`config.mk`:
```
export PLATFORM = sky130hd
export DESIGN_NAME = qvr_round_sat
export DESIGN_NICKNAME = d
export VERILOG_FILES = /design/src/hdl/qvr_pkg.sv /design/src/hdl/qvr_round_sat.sv
export SDC_FILE = /design/constraint.sdc
export NUM_CORES = 1
export LEC_CHECK = 0
export BUFFER_PORTS_ARGS = -buffer_cell sky130_fd_sc_hd__buf_2
export CELL_PAD_IN_SITES_DETAIL_PLACEMENT = 1
export CELL_PAD_IN_SITES_GLOBAL_PLACEMENT = 1
export CORE_ASPECT_RATIO = 1.2
export CORE_MARGIN = 2
export CORE_UTILIZATION = 33
export DETAILED_ROUTE_END_ITERATION = 10
export PLACE_DENSITY = 0.95
export SLEW_MARGIN = 0
export SYNTH_ARGS = -nofsm -noshare
export SYNTH_HDL_FRONTEND = slang
export SYNTH_SLANG_ARGS = --single-unit
```
`constraint.sdc`:
```
create_clock -name vclk -period 4.3
set_input_delay 0.86 -clock vclk [all_inputs]
set_output_delay 0.86 -clock vclk [all_outputs]
set_load 0.03 [all_outputs]
```
`src/hdl/qvr_pkg.sv`:
```
// Shared types and constants for the quaternion vector rotator.
`default_nettype none

package qvr_pkg;

    localparam int QUAT_W    = 16;
    localparam int OUT_W     = 18;
    localparam int CFG_IDX_W = 2;
    localparam int NUM_QUAT  = 4;
    localparam int NUM_AXES  = 3;

    typedef logic signed [QUAT_W-1:0] t_quat;
    typedef logic signed [OUT_W-1:0]  t_out;
    typedef logic [CFG_IDX_W-1:0]     t_cfg_idx;

    // register indexes of the configuration port
    localparam t_cfg_idx REG_QUAT_W = 2'd0;
    localparam t_cfg_idx REG_QUAT_X = 2'd1;
    localparam t_cfg_idx REG_QUAT_Y = 2'd2;
    localparam t_cfg_idx REG_QUAT_Z = 2'd3;

    // quaternion component slots
    localparam int QW = 0;
    localparam int QX = 1;
    localparam int QY = 2;
    localparam int QZ = 3;

    // identity rotation in Q2.14
    localparam t_quat QUAT_W_RESET = 16'sd16384;
    localparam t_quat QUAT_V_RESET = 16'sd0;

    localparam t_out OUT_MAX = {1'b0, {(OUT_W-1){1'b1}}};
    localparam t_out OUT_MIN = {1'b1, {(OUT_W-1){1'b0}}};

endpackage

`default_nettype wire

```
`src/hdl/qvr_round_sat.sv`:
```
// Round half up, arithmetic shift and saturation of one rotated component.
`default_nettype none

module qvr_round_sat #(
    parameter int IN_W  = 70,
    parameter int SHIFT = 28
) (
    input  wire logic signed [IN_W-1:0] i_sum,
    output qvr_pkg::t_out               o_val,
    output logic                        o_clip
);

    localparam int EXT_W = (IN_W > SHIFT + qvr_pkg::OUT_W) ? IN_W + 1
                                                          : SHIFT + qvr_pkg::OUT_W + 1;
    localparam int SHR_W = EXT_W - SHIFT;
    localparam logic [EXT_W-1:0] ONE  = 1;
    localparam logic [EXT_W-1:0] HALF = ONE << (SHIFT - 1);

    logic signed [EXT_W-1:0] w_ext;
    logic        [EXT_W-1:0] w_rnd;
    logic        [SHR_W-1:0] w_shr;
    logic                    w_all_one;
    logic                    w_all_zero;

    always_comb begin
        w_ext      = EXT_W'(i_sum);
        w_rnd      = w_ext + HALF;
        w_shr      = w_rnd[EXT_W-1:SHIFT];
        // bits above the output sign must all copy it
        w_all_one  = &w_shr[SHR_W-1:qvr_pkg::OUT_W-1];
        w_all_zero = ~|w_shr[SHR_W-1:qvr_pkg::OUT_W-1];
        o_clip     = ~(w_all_one | w_all_zero);
        if (!o_clip) begin
            o_val = w_shr[qvr_pkg::OUT_W-1:0];
        end else if (w_shr[SHR_W-1]) begin
            o_val = qvr_pkg::OUT_MIN;
        end else begin
            o_val = qvr_pkg::OUT_MAX;
        end
    end

endmodule

`default_nettype wire

```
# After elaboration in Yosys (flattened, before gate mapping)
# Cells that the tools add are included.
# op_classes
add_sub_neg	1
muxes	2
bitwise_logic	2
reduce_logical	3
# ops
operator	n
adder 70 x 29 -> 71 bit (second input constant)	1
2-to-1 mux 18 bit	2
AND reduction 26 bit	1
OR reduction 26 bit	1
logical NOT 1 bit	1
NOT 1 bit	1
bitwise OR 1 bit	1
# totals
reg_bits	0
input_bits	70
elab_cells	8

# Logic depth before layout (Yosys ltp)
# Gate-level depths: netlist (run 1).
# logic_depth
depth_word	5
mapped_depth	12
ltp_nobuf	9

# Worst setup path after synthesis (run 1)
# Ideal clock, no wire load.
# synth_path
kind	input port to output port
from	in i_sum[27]
to	out o_val[0]
required_ns	3.440
t_arrival_ns	3.632
slack_ns	-0.192
path_buffers	1
cell_stages	10
path_cell_list	ha_1 and3_1 nand3_1 or4_1 a22oi_1 o2111ai_4 nor2_4 nor2_4 buf_6 a311oi_1
# synth_via
elab_chain_cells	5
word_cells_on_any_way	7
cone_classes	1 x add/sub; 2 x mux; 1 x bitwise; 3 x reduce/logical
# synth_rtl
item	line_no	rtl
start: declaration	qvr_round_sat.sv:8	input wire logic signed [IN_W-1:0] i_sum,
adder 70 x 29 -> 71 bit (*)	qvr_round_sat.sv:27	w_rnd = w_ext + HALF;
OR reduction 26 bit	qvr_round_sat.sv:31	w_all_zero = ~|w_shr[SHR_W-1:qvr_pkg::OUT_W-1];
logical NOT 1 bit	qvr_round_sat.sv:31	
bitwise OR 1 bit	qvr_round_sat.sv:32	o_clip = ~(w_all_one | w_all_zero);
2-to-1 mux 18 bit (*)	qvr_round_sat.sv:33	if (!o_clip) begin
end: declaration	qvr_round_sat.sv:9	output qvr_pkg::t_out o_val,
# Every way passes the cells marked *; elsewhere a longest branch is shown, timed or not.

# Final worst setup path (run 1)
# layout_path
from	in i_sum[45]
to	out o_val[0]
# Same word-level chain as after synthesis.

==> results of run 1 <==
-- per-layer routing --
| layer | track usage (%) | vias up | part of all wire, % |
|---|---|---|---|
| met2 | 51.4 | 245 | 49 |
| li1 | - | 1222 | - |
| met4 | 12.4 | 0 | 6.9 |
| met3 | 3.74 | 82 | 8.0 |
| met5 | 0 | - | 0 |
| met1 | 27.8 | 1419 | 36 |
-- synth_stat cells, types with 6 or more instances --
cell and instances:
nand2_1 28, nor2_1 23, nor3_1 18, nand3_1 17
nand4_1 17, xnor2_1 12, a2111oi_2 10, o22ai_1 8
xor2_1 8, and3_1 7, a211oi_1 6, inv_1 6
-- metrics by stage --
| stage | hold WS, ns | setup TNS, ns | power [uW] | setup slack [ns] | utilization [%] |
|---|---|---|---|---|---|
| CTS | 2.29 | 0 | 192 | 0.000161 | 49.9 |
| global route | 2.37 | -3.20 | 242 | -0.241 | 57.6 |
| detailed placement | 2.29 | -1.01 | 188 | -0.108 | 49.1 |
| global placement | 2.28 | -0.209 | 178 | -0.0574 | 49.1 |
| floorplan | 2.00 | -0.392 | 103 | -0.105 | - |
| finish | 2.35 | -3.00 | 234 | -0.215 | 57.6 |
-- final cells by class --
type,instances,area share (%)
inverter,6,0.781
tap,60,2.60
multi-input combinational,234,66.5
timing repair buffer,124,30.2
-- worst paths after layout --
path	startpoint	to	depth (start not counted)
worst max-delay path	i_sum[45]	o_val[0]	13
worst min-delay path	i_sum[39]	o_val[11]	5
-- cell families after synthesis --
family | count (synthesis)
AND/OR/NAND/NOR | 149
XOR/XNOR | 21
multiplexers | 5
AO/OA/AOI/OAI | 56
buffers and inverters | 22
adder cells (fa/ha/maj) | 1
-- worst max-delay path, cell delays in order --
cell	delay [ns]
buf_2	0.10
buf_4	0.16
nand3_1	0.30
nor3_4	0.42
nand4_1	0.17
xor2_1	0.23
a21boi_2	0.25
nand4_1	0.20
buf_6	0.21
nor2_1	0.22
buf_6	0.20
a311oi_2	0.11
buf_4	0.19
-- timing repair --
action | CTS | global route
cloned | 0 | 3
pin swaps | 1 | 9
gates resized for setup | 11 | 73
setup buffers | 0 | 9
setup endpoints to repair | 18 | 18
-- power by group --
group	switching [uW]	internal, uW	leakage [uW]
registers	0	0	0
clock network	0	0	0
logic	140	94.2	0.00113
-- cells in the final DEF (no fill, tap or decap), types with 5 or more instances in the layout --
cell type and instances:
nor3_4 5, o22ai_1 8, buf_6 11, nand2_1 26, a211oi_2 6, xnor2_1 11, nor3_2 6, a31oi_1 5
nor2_1 22, nand3_1 14, buf_2 41, buf_4 72, inv_1 6, nor3_1 8, a2111oi_2 6, nor4_1 5
nand4_1 17, nor2_4 5, xor2_1 7
==> impl_metrics.py, run 1 <==
metrics = {
    "timing": {
        "final_max_slew_viol_count": 0,
        "time_the_final_worst_path_needs_with_i_o_delays_and_setup_ns": 4.52,
        "timing.final.hold_violations": 0,
        "finalSetupViolations": 18,
        "worst_slew_pin_slew_ns": 0.604,
        "rsz0062_at_grt": "yes",
        "timing.final.crit_share_pct": 105,
        "slew_headroom_pct": 59.6,
        "final.setup.worst_slack_ns": -0.215,
        "top_achievable_clock_speed_mhz": 221,
    },
    "yosys": {
        "synth-xor-area-share_pct": 11.7,
        "post-synth-top-area-cell": "a2111oi_2",
        "synthesis.instances": 254,
        "synth_area_sq_um": 1740,
        "post-synth-top-area-fraction_pct": 8.63,
        "share_of_cell_area_taken_by_muxes_after_synthesis_pct": 3.09,
        "post_synth_and_or_nand_nor_area_fraction_pct": 48.3,
        "mappedNetlistNets": 325,
        "yosys.area_share.adder_pct": 0.719,
        "seq_area_frac_synth_pct": 0,
        "postSynthAreaPerCell_sq_um": 6.85,
        "yosysUniqueCellTypes": 57,
        "yosys-top-cells-area": "a2111oi_2 (8.6%), nand4_1 (6.1%), nand2_1 (6.0%)",
        "compound_gate_fraction_of_synth_area_pct": 29.6,
        "combinational_family_with_the_most_area_after_synthesis": "simple AND/OR/NAND/NOR gates",
        "synth-warning-count": 0,
    },
    "global_route": {
        "global_route.overflow_total": 0,
        "number_of_antenna_violations_at_the_first_check_in_global_routing": 0,
        "grt_first_pass_wirelength_microns": 13300,
        "largest_net_degree_at_the_start_of_global_routing": 15,
        "grt_usage_pct": 26.8,
        "first_global_vias": 2847,
    },
    "finish": {
        "flip_flop_and_latch_count": 0,
        "area.growth.synth_to_final_pct": 65.8,
        "layout.nets": 437,
        "footprint_of_the_multi_input_gates_sq_um": 1920,
        "antennaDiodeCount": 0,
        "final.clkbuf_count": 0,
        "final_layout_size_suffix_gt1_share_pct": 53.3,
        "layout.area.seq_sq_um": 0,
        "fill_cells": 621,
        "finish.instance_area_sq_um": 2880,
        "instances_no_fill": 424,
    },
    "routing": {
        "drtAntennaViolNets": 0,
        "routedWlPerCell_microns": 26.0,
        "dr.first_iter.drc_count": 231,
        "iteration_count_of_the_initial_detailed_routing_pass": 4,
        "finalWirelength_microns": 11000,
        "drc_errors": 0,
        "drt-vias-per-instance": 7.00,
        "via_count": 2968,
    },
    "setup_path": {
        "critPathCaptureType": "output port",
        "critPathKind": "in -> out",
        "start_kind": "input port",
        "worstPathArrival_ns": 3.66,
        "worst-path-max-fanout": 8,
        "cp_data_required_time_ns": 3.44,
    },
    "cts": {
        "cts.hold.buffers_added": 0,
    },
    "floorplan": {
        "die_area_sq_um": 5870,
        "boundaryPins": 89,
        "fp.dieW_microns": 70.3,
        "placementRows": 28,
        "die_h_microns": 83.5,
        "initial_core_util_pct": 34.7,
        "core_area_sq_um": 5010,
    },
    "flow_run": {
        "max_cap_viols": 0,
    },
    "run_status": {
        "outcome": "complete, but fails checks",
        "failed_checks": "setup timing",
    },
    "placement": {
        "numPortBuffers": 62,
        "number_of_cells_after_detailed_placement": 412,
        "place_area_sq_um": 2460,
        "routabilityCongestion": 0.966,
        "hpwlAfterDp_microns": 6680,
    },
    "power_and_ir_drop": {
        "ir_worst_vdd_mv": 0.0531,
        "p_leak_uw": 0.00113,
        "power_density_nw_per_um2": 81.0,
    },
    "worst_hold_path": {
        "hold_path_class": "in -> out",
    },
}
(Power assumes the default switching activity.)
==> inputs of run 2 (changes only) <==
--- a/config.mk
+++ b/config.mk
@@ -13,6 +13,7 @@
 export CORE_UTILIZATION = 33
 export DETAILED_ROUTE_END_ITERATION = 10
 export PLACE_DENSITY = 0.95
+export REMOVE_ABC_BUFFERS = 1
 export SLEW_MARGIN = 0
 export SYNTH_ARGS = -nofsm -noshare
 export SYNTH_HDL_FRONTEND = slang
==> run 2 against run 1 <==
Sequential share of layout area unchanged. Flip-flop and latch count unchanged. The flow still finishes with violations (setup timing). Design area increased by 1.1%. Largest power group unchanged.
==> impl_metrics.py, run 2 (synthesis results as in run 1) <==
metrics = {
    "run_status": {
        "outcome": "complete, but fails checks",
        "failed_checks": "setup timing",
    },
    "floorplan": {
        "core_area_sq_um": 5010,
        "die_area_sq_um": 5870,
        "die_h_microns": 83.5,
        "initial_core_util_pct": 34.7,
        "boundaryPins": 89,
        "placementRows": 28,
        "fp.dieW_microns": 70.3,
    },
    "routing": {
        "drt-vias-per-instance": 6.73,
        "iteration_count_of_the_initial_detailed_routing_pass": 4,
        "finalWirelength_microns": 10300,
        "drc_errors": 0,
        "via_count": 2818,
        "routedWlPerCell_microns": 24.5,
        "drtAntennaViolNets": 0,
        "dr.first_iter.drc_count": 134,
    },
    "flow_run": {
        "max_cap_viols": 0,
    },
    "timing": {
        "timing.final.hold_violations": 0,
        "slew_headroom_pct": 60.8,
        "worst_slew_pin_slew_ns": 0.583,
        "final_max_slew_viol_count": 0,
        "final.setup.worst_slack_ns": -0.113,
        "finalSetupViolations": 14,
        "rsz0062_at_grt": "yes",
        "top_achievable_clock_speed_mhz": 227,
        "time_the_final_worst_path_needs_with_i_o_delays_and_setup_ns": 4.41,
        "timing.final.crit_share_pct": 103,
    },
    "placement": {
        "number_of_cells_after_detailed_placement": 407,
        "place_area_sq_um": 2420,
        "numPortBuffers": 62,
        "hpwlAfterDp_microns": 6640,
        "routabilityCongestion": 0.938,
        "detailedPlace.worstSlack_ns": -0.254,
    },
    "worst_hold_path": {
        "hold_path_class": "in -> out",
    },
    "global_route": {
        "largest_net_degree_at_the_start_of_global_routing": 18,
        "number_of_antenna_violations_at_the_first_check_in_global_routing": 0,
        "grt_usage_pct": 29.0,
        "grt_first_pass_wirelength_microns": 14200,
        "first_global_vias": 2847,
        "global_route.overflow_total": 0,
    },
    "finish": {
        "instances_no_fill": 419,
        "layout.nets": 432,
        "finish.instance_area_sq_um": 2920,
        "antennaDiodeCount": 0,
        "flip_flop_and_latch_count": 0,
        "area.growth.synth_to_final_pct": 67.7,
        "layout.area.seq_sq_um": 0,
        "layout_common_cells": "buf_4 (68), buf_2 (35), nand2_1 (27)",
        "final.clkbuf_count": 0,
        "final_layout_size_suffix_gt1_share_pct": 50.1,
        "leading_cell_type_in_the_layout_fill_and_taps_excluded": "buf_4",
    },
    "setup_path": {
        "worst-path-max-fanout": 17,
        "cp_data_required_time_ns": 3.44,
        "critPathKind": "in -> out",
        "worstPathArrival_ns": 3.55,
        "start_kind": "input port",
        "critPathCaptureType": "output port",
    },
    "power_and_ir_drop": {
        "p_leak_uw": 0.00109,
        "power_density_nw_per_um2": 78.9,
        "ir_worst_vdd_mv": 0.0418,
    },
    "cts": {
        "cts.hold.buffers_added": 0,
    },
}
## run 2: path summary, 6_finish.rpt
| path | depth (start not counted) | startpoint | to |
|---|---|---|---|
| hold / removal | 4 | i_sum[34] | o_val[6] |
| setup / recovery | 13 | i_sum[28] | o_val[6] |
## run 2: power by group
group	switching [uW]	internal (uW)	leakage, uW
clock network	0	0	0
logic	135	95.4	0.00109
registers	0	0	0
## run 2: area by class of cell
class,count,area (sq um)
fill,626,2090
multi-input combinational,233,1880
timing repair buffer,120,938
tap,60,75.1
inverter,6,22.5
## run 2: worst max-delay path, stage by stage
cell and delay [ns]:
buf_2 0.11, buf_4 0.13, and4_2 0.26, and2_4 0.22, a31oi_1 0.39, a2bb2oi_4 0.20, nand4b_1 0.20, buf_6 0.20
nor2_4 0.16, nor2_4 0.06, buf_12 0.16, a2111oi_2 0.35, buf_4 0.23
## run 2: repair_timing
item	4_1_cts	5_1_grt
buffers inserted	3	7
resized for setup	23	70
pin swaps	4	24
setup endpoints to repair	17	18
cloned	0	2
endpoints found under the hold margin	0	0
## run 2: through the flow
step	setup TNS (ns)	hold slack, ns	total power (uW)	util, %
2_1_floorplan	-6.92	2.00	91.3	-
3_3_place_gp	-1.12	2.24	171	48.4
3_5_place_dp	-2.55	2.26	181	48.4
4_1_cts	-0.00247	2.27	190	50.6
5_1_grt	-2.06	2.28	241	58.2
6_report	-0.733	2.24	230	58.2
## run 2: per-layer routing
metal	vias up	GRT usage [%]	wire, microns
met5	-	0	0
met4	0	13.1	773
met3	71	2.54	639
met2	184	53.8	5220
met1	1347	32.7	3630
li1	1216	-	-
